$ cat config.mk
export PLATFORM = sky130hd
export DESIGN_NAME = periodic_slot_dispatcher
export DESIGN_NICKNAME = d
export VERILOG_FILES = /design/src/rtl/core/psd_pkg.sv /design/src/rtl/core/psd_ctrl.sv /design/src/rtl/core/psd_datapath.sv /design/src/rtl/core/periodic_slot_dispatcher.sv
export SDC_FILE = /design/constraint.sdc
export NUM_CORES = 2
export LEC_CHECK = 0
export ABC_AREA = 1
export BUFFER_PORTS_ARGS = -buffer_cell sky130_fd_sc_hd__buf_2
export CAP_MARGIN = 10
export CORE_ASPECT_RATIO = 1.5
export CORE_UTILIZATION = 25
export CTS_CLUSTER_DIAMETER = 60
export DETAILED_ROUTE_END_ITERATION = 7
export PLACE_DENSITY = 0.43
export SKIP_CTS_REPAIR_TIMING = 1
export SYNTH_ARGS = -nofsm -noshare
export SYNTH_HDL_FRONTEND = slang
export SYNTH_HIERARCHICAL = 1
export SYNTH_SLANG_ARGS = --single-unit
export TNS_END_PERCENT = 50
$ cat constraint.sdc
create_clock -name clock -period 7.62 [get_ports clock]
set_input_delay 0.381 -clock clock [delete_from_list [all_inputs] [get_ports clock]]
set_output_delay 0.381 -clock clock [all_outputs]
set_load 0.02 [all_outputs]
$ cat src/rtl/core/psd_pkg.sv
`default_nettype none
// ----------------------------------------------------------------------------
// psd_pkg
// shared types and constants of the periodic slot dispatcher
// ----------------------------------------------------------------------------
package psd_pkg;

   localparam int TICK_W       = 32;
   localparam int PERIOD_W     = 31;
   localparam int CNT_W        = 3;
   localparam int SLOT_W       = 2;
   localparam int PERIOD_SLOTS = 4;
   localparam int CSR_IDX_W    = 3;
   localparam int CSR_DATA_W   = 32;

   // register indexes of the configuration port
   localparam logic [CSR_IDX_W-1:0] CSR_ACTIVE_SLOTS = 3'd0;
   localparam logic [CSR_IDX_W-1:0] CSR_LATE_FIRES   = 3'd1;
   localparam logic [CSR_IDX_W-1:0] CSR_PERIOD_SLOT0 = 3'd2;
   localparam logic [CSR_IDX_W-1:0] CSR_PERIOD_SLOT1 = 3'd3;
   localparam logic [CSR_IDX_W-1:0] CSR_PERIOD_SLOT2 = 3'd4;
   localparam logic [CSR_IDX_W-1:0] CSR_PERIOD_SLOT3 = 3'd5;

   localparam logic [TICK_W-1:0] MISS_MAX = '1;

   typedef enum logic [1:0] {
      OP_INIT     = 2'd0,
      OP_START    = 2'd1,
      OP_STOP     = 2'd2,
      OP_DISPATCH = 2'd3
   } op_type;

   typedef enum logic {
      ST_IDLE = 1'b0,
      ST_SCAN = 1'b1
   } state_type;

   typedef struct packed {
      op_type              operation;
      logic [TICK_W-1:0]   now_tick;
   } req_type;

   typedef struct packed {
      logic [SLOT_W-1:0]   slot_id;
      logic                fired;
      logic                missed;
      logic [TICK_W-1:0]   miss_total;
      logic                last;
   } rsp_type;

   // controller to datapath
   typedef struct packed {
      logic accept;   // input transfer this cycle
      logic step;     // evaluate the current slot and move on
      logic flush;    // hand the held result to the output as the final one
   } cmd_type;

   // datapath to controller
   typedef struct packed {
      logic start_scan;   // offered item is a dispatch while running
      logic scan_done;    // no more slots to visit
      logic cur_hit;      // current slot is due
      logic pend_valid;   // a result is held back
      logic out_free;     // output register can take a result this cycle
   } status_type;

endpackage : psd_pkg
`default_nettype wire

$ cat src/rtl/core/psd_ctrl.sv
`default_nettype none
// ----------------------------------------------------------------------------
// psd_ctrl
// sequencer of the dispatcher: input acceptance and the slot scan
// ----------------------------------------------------------------------------
module psd_ctrl (
   input  wire logic               clock,
   input  wire logic               reset,
   input  wire logic               req_valid,
   input  wire psd_pkg::status_type status,
   output psd_pkg::cmd_type        cmd,
   output logic                    busy
);
   import psd_pkg::*;

   state_type state_ff;
   state_type state_in;

   always_ff @(posedge clock) begin
      if (reset) begin
         state_ff <= ST_IDLE;
      end else begin
         state_ff <= state_in;
      end
   end

   always_comb begin
      state_in = state_ff;
      cmd      = '0;
      busy     = 1'b1;
      case (state_ff)
         ST_IDLE: begin
            busy       = 1'b0;
            cmd.accept = req_valid;
            if (req_valid && status.start_scan) begin
               state_in = ST_SCAN;
            end
         end
         ST_SCAN: begin
            if (status.scan_done) begin
               if (!status.pend_valid) begin
                  state_in = ST_IDLE;
               end else if (status.out_free) begin
                  cmd.flush = 1'b1;
                  state_in  = ST_IDLE;
               end
            end else if (!(status.cur_hit && status.pend_valid && !status.out_free)) begin
               // wait only when a new result would push an unsent one
               cmd.step = 1'b1;
            end
         end
         default: begin
            state_in = ST_IDLE;
         end
      endcase
   end

endmodule : psd_ctrl
`default_nettype wire

$ cat src/rtl/core/psd_datapath.sv
`default_nettype none
// ----------------------------------------------------------------------------
// psd_datapath
// slot table, configuration registers, slot evaluation and result registers
// ----------------------------------------------------------------------------
module psd_datapath #(
   parameter int NUM_SLOTS      = 4,
   parameter int DISPATCH_LIMIT = 4
) (
   input  wire logic                              clock,
   input  wire logic                              reset,
   input  wire psd_pkg::cmd_type                  cmd,
   output psd_pkg::status_type                    status,
   input  wire psd_pkg::req_type                  req_data,
   input  wire logic                              csr_valid,
   input  wire logic [psd_pkg::CSR_IDX_W-1:0]     csr_index,
   input  wire logic [psd_pkg::CSR_DATA_W-1:0]    csr_data,
   output logic                                   rsp_valid,
   input  wire logic                              rsp_stall,
   output psd_pkg::rsp_type                       rsp_data
);
   import psd_pkg::*;

   localparam int IDX_W = (NUM_SLOTS > 1) ? $clog2(NUM_SLOTS) : 1;
   localparam int FC_W  = $clog2(DISPATCH_LIMIT + 1);

   // configuration
   logic [CNT_W-1:0]    active_ff;
   logic                late_fires_ff;
   logic [PERIOD_W-1:0] period_ff [PERIOD_SLOTS];

   // slot table and run flags
   logic [TICK_W-1:0]   due_time_ff [NUM_SLOTS];
   logic [TICK_W-1:0]   due_time_in [NUM_SLOTS];
   logic [TICK_W-1:0]   miss_count_ff [NUM_SLOTS];
   logic [TICK_W-1:0]   miss_count_in [NUM_SLOTS];
   logic                running_ff, running_in;
   logic                armed_ff, armed_in;

   // scan state
   logic [TICK_W-1:0]   now_ff, now_in;
   logic [CNT_W-1:0]    scan_idx_ff, scan_idx_in;
   logic [FC_W-1:0]     fired_cnt_ff, fired_cnt_in;
   logic                pend_valid_ff, pend_valid_in;
   rsp_type             pend_ff, pend_in;
   logic                rsp_valid_ff, rsp_valid_in;
   rsp_type             rsp_ff, rsp_in;

   // evaluation of the current slot
   logic [CNT_W-1:0]    limit;
   logic [IDX_W-1:0]    cur_idx;
   logic [PERIOD_W-1:0] cur_period;
   logic [TICK_W-1:0]   cur_due;
   logic [TICK_W-1:0]   cur_miss;
   logic [TICK_W-1:0]   late;
   logic                cur_hit;
   logic                cur_missed;
   logic                cur_fire;

   always_ff @(posedge clock) begin
      if (reset) begin
         active_ff     <= '0;
         late_fires_ff <= 1'b0;
         for (int i = 0; i < PERIOD_SLOTS; i++) begin
            period_ff[i] <= '0;
         end
      end else if (csr_valid) begin
         case (csr_index)
            CSR_ACTIVE_SLOTS: active_ff     <= csr_data[CNT_W-1:0];
            CSR_LATE_FIRES:   late_fires_ff <= csr_data[0];
            CSR_PERIOD_SLOT0: period_ff[0]  <= csr_data[PERIOD_W-1:0];
            CSR_PERIOD_SLOT1: period_ff[1]  <= csr_data[PERIOD_W-1:0];
            CSR_PERIOD_SLOT2: period_ff[2]  <= csr_data[PERIOD_W-1:0];
            CSR_PERIOD_SLOT3: period_ff[3]  <= csr_data[PERIOD_W-1:0];
            default: begin
            end
         endcase
      end
   end

   assign limit = (active_ff > CNT_W'(NUM_SLOTS)) ? CNT_W'(NUM_SLOTS) : active_ff;

   assign cur_idx    = scan_idx_ff[IDX_W-1:0];
   assign cur_period = period_ff[scan_idx_ff[SLOT_W-1:0]];
   assign cur_due    = due_time_ff[cur_idx];
   assign cur_miss   = miss_count_ff[cur_idx];
   assign late       = now_ff - cur_due;
   assign cur_hit    = (cur_period != '0) && !late[TICK_W-1];
   assign cur_missed = late >= {1'b0, cur_period};
   assign cur_fire   = !cur_missed || late_fires_ff;

   assign status.start_scan = (req_data.operation == OP_DISPATCH) && running_ff;
   assign status.scan_done  = (scan_idx_ff >= limit) ||
                              (fired_cnt_ff == FC_W'(DISPATCH_LIMIT));
   assign status.cur_hit    = cur_hit;
   assign status.pend_valid = pend_valid_ff;
   assign status.out_free   = !rsp_valid_ff || !rsp_stall;

   always_comb begin
      due_time_in   = due_time_ff;
      miss_count_in = miss_count_ff;
      running_in    = running_ff;
      armed_in      = armed_ff;
      now_in        = now_ff;
      scan_idx_in   = scan_idx_ff;
      fired_cnt_in  = fired_cnt_ff;
      pend_valid_in = pend_valid_ff;
      pend_in       = pend_ff;
      rsp_in        = rsp_ff;
      rsp_valid_in  = rsp_valid_ff && rsp_stall;

      if (cmd.accept) begin
         case (req_data.operation)
            OP_INIT: begin
               if (!running_ff) begin
                  for (int i = 0; i < NUM_SLOTS; i++) begin
                     miss_count_in[i] = '0;
                     due_time_in[i]   = (CNT_W'(i) < limit) ?
                                        req_data.now_tick + {1'b0, period_ff[i]} : '0;
                  end
                  armed_in = 1'b1;
               end
            end
            OP_START: begin
               if (!running_ff && armed_ff && (limit != '0)) begin
                  for (int i = 0; i < NUM_SLOTS; i++) begin
                     if (CNT_W'(i) < limit) begin
                        due_time_in[i] = req_data.now_tick + {1'b0, period_ff[i]};
                     end
                  end
                  running_in = 1'b1;
               end
            end
            OP_STOP: begin
               running_in = 1'b0;
            end
            OP_DISPATCH: begin
               now_in        = req_data.now_tick;
               scan_idx_in   = '0;
               fired_cnt_in  = '0;
               pend_valid_in = 1'b0;
            end
            default: begin
            end
         endcase
      end

      if (cmd.step) begin
         scan_idx_in = scan_idx_ff + CNT_W'(1);
         if (cur_hit) begin
            if (cur_missed) begin
               if (cur_miss != MISS_MAX) begin
                  miss_count_in[cur_idx] = cur_miss + TICK_W'(1);
               end
               due_time_in[cur_idx] = now_ff + {1'b0, cur_period};
            end else begin
               due_time_in[cur_idx] = cur_due + {1'b0, cur_period};
            end
            if (cur_fire) begin
               fired_cnt_in = fired_cnt_ff + FC_W'(1);
            end
            // the held result is known not to be the final one now
            if (pend_valid_ff) begin
               rsp_in       = pend_ff;
               rsp_valid_in = 1'b1;
            end
            pend_valid_in      = 1'b1;
            pend_in.slot_id    = scan_idx_ff[SLOT_W-1:0];
            pend_in.fired      = cur_fire;
            pend_in.missed     = cur_missed;
            pend_in.miss_total = miss_count_in[cur_idx];
            pend_in.last       = 1'b0;
         end
      end

      if (cmd.flush) begin
         rsp_in        = pend_ff;
         rsp_in.last   = 1'b1;
         rsp_valid_in  = 1'b1;
         pend_valid_in = 1'b0;
      end
   end

   always_ff @(posedge clock) begin
      if (reset) begin
         for (int i = 0; i < NUM_SLOTS; i++) begin
            due_time_ff[i]   <= '0;
            miss_count_ff[i] <= '0;
         end
         running_ff    <= 1'b0;
         armed_ff      <= 1'b0;
         scan_idx_ff   <= '0;
         fired_cnt_ff  <= '0;
         pend_valid_ff <= 1'b0;
         rsp_valid_ff  <= 1'b0;
      end else begin
         due_time_ff   <= due_time_in;
         miss_count_ff <= miss_count_in;
         running_ff    <= running_in;
         armed_ff      <= armed_in;
         scan_idx_ff   <= scan_idx_in;
         fired_cnt_ff  <= fired_cnt_in;
         pend_valid_ff <= pend_valid_in;
         rsp_valid_ff  <= rsp_valid_in;
      end
   end

   always_ff @(posedge clock) begin
      now_ff  <= now_in;
      pend_ff <= pend_in;
      rsp_ff  <= rsp_in;
   end

   assign rsp_valid = rsp_valid_ff;
   assign rsp_data  = rsp_ff;

endmodule : psd_datapath
`default_nettype wire

$ cat src/rtl/core/periodic_slot_dispatcher.sv
`default_nettype none
// ----------------------------------------------------------------------------
// periodic_slot_dispatcher
// table of periodic slots with due times and missed-deadline counts
// ----------------------------------------------------------------------------
// The block works on one request at a time. Init, start and stop, and a
// dispatch while stopped, finish in the cycle they are taken and give no transfer on rsp_.
// A dispatch while running makes the sequencer scan the slots (at most the
// active count, capped at NUM_SLOTS, and cut short once DISPATCH_LIMIT slots
// have fired): it evaluates one slot per cycle against the shared subtract
// and compare unless the rsp_ side holds the scan, and a final step hands over
// the last result. Each result is held back one step so that the final one
// can carry its last flag; a stalled rsp_ side pauses the scan only when a
// new or final result would overwrite one not yet taken. The output
// register lets the next request in while the final result still waits.
// Configuration writes are always taken (csr_ready is tied high) and are
// meant to happen only while no dispatch is in flight.
// ----------------------------------------------------------------------------
module periodic_slot_dispatcher #(
   parameter int NUM_SLOTS      = 4,
   parameter int DISPATCH_LIMIT = 4
) (
   input  wire logic                              clock,
   input  wire logic                              reset,
   // request channel
   input  wire logic                              req_valid,
   output logic                                   req_stall,
   input  wire psd_pkg::req_type                  req_data,
   // result channel
   output logic                                   rsp_valid,
   input  wire logic                              rsp_stall,
   output psd_pkg::rsp_type                       rsp_data,
   // configuration write channel
   input  wire logic                              csr_valid,
   output logic                                   csr_ready,
   input  wire logic [psd_pkg::CSR_IDX_W-1:0]     csr_index,
   input  wire logic [psd_pkg::CSR_DATA_W-1:0]    csr_data
);
   import psd_pkg::*;

   cmd_type    cmd;
   status_type status;
   logic       busy;

   // writes are always accepted
   assign csr_ready = 1'b1;

   // sequencer: idle / scan
   psd_ctrl u_ctrl (
      .clock     (clock),
      .reset     (reset),
      .req_valid (req_valid),
      .status    (status),
      .cmd       (cmd),
      .busy      (busy)
   );

   // a request transfer only happens from idle
   assign req_stall = busy;

   // slot table, evaluation and output register
   psd_datapath #(
      .NUM_SLOTS      (NUM_SLOTS),
      .DISPATCH_LIMIT (DISPATCH_LIMIT)
   ) u_datapath (
      .clock     (clock),
      .reset     (reset),
      .cmd       (cmd),
      .status    (status),
      .req_data  (req_data),
      .csr_valid (csr_valid && csr_ready),
      .csr_index (csr_index),
      .csr_data  (csr_data),
      .rsp_valid (rsp_valid),
      .rsp_stall (rsp_stall),
      .rsp_data  (rsp_data)
   );

   // the final hand-over always shows up as a last-flagged result
   a_flush_last: assert property (@(posedge clock) disable iff (reset)
      cmd.flush |=> (rsp_valid && rsp_data.last))
      else $error("flush did not present a final result");

   // a new result never pushes out one that is still waiting
   a_no_overwrite: assert property (@(posedge clock) disable iff (reset)
      (cmd.step && status.cur_hit && status.pend_valid) |-> status.out_free)
      else $error("held result pushed into an occupied output");

   // requests that do not scan finish in the cycle they are taken
   a_single_cycle: assert property (@(posedge clock) disable iff (reset)
      (cmd.accept && !status.start_scan) |=> !req_stall)
      else $error("non-scanning request kept the block busy");

   // no scan activity while a request may be taken
   a_idle_quiet: assert property (@(posedge clock) disable iff (reset)
      !req_stall |-> (!cmd.step && !cmd.flush))
      else $error("scan command issued while idle");

endmodule : periodic_slot_dispatcher
`default_nettype wire

==> metrics <==
kind of end point of the critical path flip-flop; total congestion overflow 0; final total negative setup slack 0 ns; Setup Skew 0.0623 ns; initial antenna violation count 11; required time of the critical path 8.21 ns; unrepaired setup endpoints after global routing false; count of buffers inserted at the top-level ports 111; cell seen most often among critical-path stages sky130_fd_sc_hd__nand2_1; setup violators final 0; sum of routed wire length over all layers 221 mm; failing checks negative hold slack; most frequently used cell type in the post-synthesis netlist sky130_fd_sc_hd__nand2_1; CP max-delay cell sky130_fd_sc_hd__nand3_1; worst skew pair latency 0.72 ns; signed area change from the synthesized netlist to the final layout 12.3%; Commonest cells post-synth 2062 x sky130_fd_sc_hd__nand2_1, 892 x sky130_fd_sc_hd__inv_1, 766 x sky130_fd_sc_hd__nand3_1; worst stage delay on the critical path 0.64 ns; count of routing violations after the opening detailed-route iteration 3967; routed via count divided by cell count 5.05; weighted congestion reported at the end of routability-driven placement 0.977; effective utilization at floorplan 25.2%; first-pass GRT wire length 317 mm; Hold/Removal Path Class input pin to flip-flop; CTS clock-pin slew for the worst setup and hold paths 0.06 ns; number of clock sinks 502; DRT antenna net count 0; Slew Limit Headroom 16.5%; buffer levels on the longest clock path 3; register area share after synthesis 27.3%; net count of the finished layout 7503; via count of the first global-routing pass 47448; netlist area before placement 45200 um^2; Total GRT Usage 23.7%; Die X 349 um; share of Yosys cell area claimed by the top area cell type 17.1%; number of max-slew violations in the final report 0; number of enable flip-flop cells after synthesis 228; Core ar. 179000 um^2; standby leakage power 22.6 nW; commonest register cell after synthesis sky130_fd_sc_hd__dfxtp_1; slew at the pin closest to its max-slew limit 1.24 ns; post-synthesis cell type with the largest combined area sky130_fd_sc_hd__nand2_1; critical setup path kind flip-flop to flip-flop; number of synthesis warnings 6; TritonCTS clock tree built; fraction of the cycle the final worst path needs 93.0%; synthesized netlist net count 7540; routed vias 48630; layout cell share with drive strength beyond 1 6.47%; number of failing hold endpoints at the final stage 6; maximum clock frequency 141 MHz; I/O pin total 114; number of placement rows 190; total of flip-flops plus latches after synthesis 502; Async SR Flop Fraction 0%; number of distinct library cell variants in the gate-level netlist after synthesis 64; result of the run complete, but fails checks; total DRC errors in the routed layout 0; length of the first detailed-routing pass in iterations 6; CTS H-tree depth 3; maximum number of pins on one net before global-route repair 159; average wire per cell in the routed design 23.0 um; Clock Root Buffer sky130_fd_sc_hd__clkbuf_16; Die Y-Extent 523 um; synthesized instance count 7200; maximum fanout encountered on the critical timing path 85; max_cap viols 0; Worst Hold Slack -0.00495 ns; syn_area_per_cell 6.27 um^2; VDD IR-drop max 159 uV; final cell utilization of the core 28.3%; area of the die 182000 um^2; Num CTS Buffers 77; areal power density over the cells 164 nW/um^2; final critical delay including setup and external delays 7.09 ns; kind of start point of the critical path flip-flop; Crit path arrival time 7.68 ns; detailed placement HPWL 168 mm; top area cells in the synthesized netlist sky130_fd_sc_hd__nand2_1 17%, sky130_fd_sc_hd__edfxtp_1 15%, sky130_fd_sc_hd__dfxtp_1 12%, sky130_fd_sc_hd__nand3_1 8.5%, sky130_fd_sc_hd__inv_1 7.4%
-- where the power goes --
part	internal (mW)	switching, mW
Sequential	2.87	0.0553
Combinational	0.471	1.29
Clock	2.07	1.55
Total	5.41	2.90
-- cell usage in the layout (no fill, tap or decap), types with 44 or more instances in the layout --
master and n:
sky130_fd_sc_hd__edfxtp_1 228, sky130_fd_sc_hd__nand3_1 766, sky130_fd_sc_hd__ha_1 255, sky130_fd_sc_hd__inv_1 891, sky130_fd_sc_hd__o21ai_0 467, sky130_fd_sc_hd__xor2_1 68, sky130_fd_sc_hd__o211ai_1 52, sky130_fd_sc_hd__nor2_1 554
sky130_fd_sc_hd__o21ai_1 129, sky130_fd_sc_hd__buf_2 110, sky130_fd_sc_hd__nand2_1 2058, sky130_fd_sc_hd__nand4_1 47, sky130_fd_sc_hd__nor3_1 44, sky130_fd_sc_hd__clkbuf_16 79, sky130_fd_sc_hd__dfxtp_1 270, sky130_fd_sc_hd__a21oi_1 596
sky130_fd_sc_hd__buf_4 91, sky130_fd_sc_hd__xnor2_1 51
-- worst max-delay path, delay by kind of cell (launching register included) --
kind / cells / cell delay [ns]
fa+ha+maj: 2 / 0.62
flops: 1 / 0.45
xor+xnor: 1 / 0.18
buf+inv: 5 / 1.22
compound gates: 9 / 2.50
simple gates: 11 / 1.80
-- metal layers --
layer / global-route usage (%) / up-vias / part of all wire (%)
li1: - / 23716 / -
met1: 25.9 / 22969 / 38
met2: 43.6 / 1507 / 51
met3: 2.33 / 438 / 4.4
met4: 14.5 / 0 / 6.4
met5: 0 / - / 0
-- state kept, by name, indices dropped and copies added (netlist names), named ones only --
name,count
u_datapath/due_time_ff,128
u_datapath/armed_ff,1
u_datapath/scan_idx_ff,3
u_datapath/rsp_data,37
u_ctrl/state_ff,1
u_datapath/fired_cnt_ff,3
u_datapath/miss_count_ff,128
u_datapath/now_ff,32
u_datapath/pend_valid_ff,1
u_datapath/active_ff,3
u_datapath/running_ff,1
u_datapath/period_ff,124
u_datapath/late_fires_ff,1
u_datapath/pend_ff,36
u_datapath/rsp_valid,1
-- layout make-up --
type                            instances  area [um^2]
Tap cell                             2400         3000
Timing Repair Buffer                  232         1740
Clock inverter                         57          512
Multi-Input combinational cell       5438        27700
Fill cell                           20075       128000
Sequential cell                       502        12300
Clock buffer                           87         2010
Antenna cell                            6         15.0
Inverter                              912         3440
-- cell families after synthesis --
family,share of synthesized area (%)
buffers and inverters,11.7
AO/OA/AOI/OAI,17.8
adder cells (fa/ha/maj),7.49
flip-flops,27.3
other,0.00830
XOR/XNOR,2.45
AND/OR/NAND/NOR,33.3
-- final timing paths --
kind / from / cells after the start / slack [ns] / to
max: u_datapath/scan_idx_ff[0] / 28 / 0.53 / u_datapath/due_time_ff[100]
min: csr_data[26] / 3 / -0.005 / u_datapath/period_ff[1][26]
max reg2reg: u_datapath/scan_idx_ff[0] / 28 / 0.53 / u_datapath/due_time_ff[100]
min reg2reg: u_datapath/armed_ff / 2 / 0.47 / u_datapath/armed_ff
-- stage by stage --
stage	cells	setup WS, ns	cell area, um^2	hold WS, ns	power, mW
floorplan	7200	2.03	45200	0.430	3.99
global placement	9473	0.581	48100	0.455	4.71
detailed placement	9473	0.687	48100	0.456	4.71
CTS	9617	0.651	50600	-0.0886	8.39
global route	9629	0.290	50700	0.00222	8.64
finish	9634	0.530	50700	-0.00495	8.32
Power figures use the tool's default switching activity.
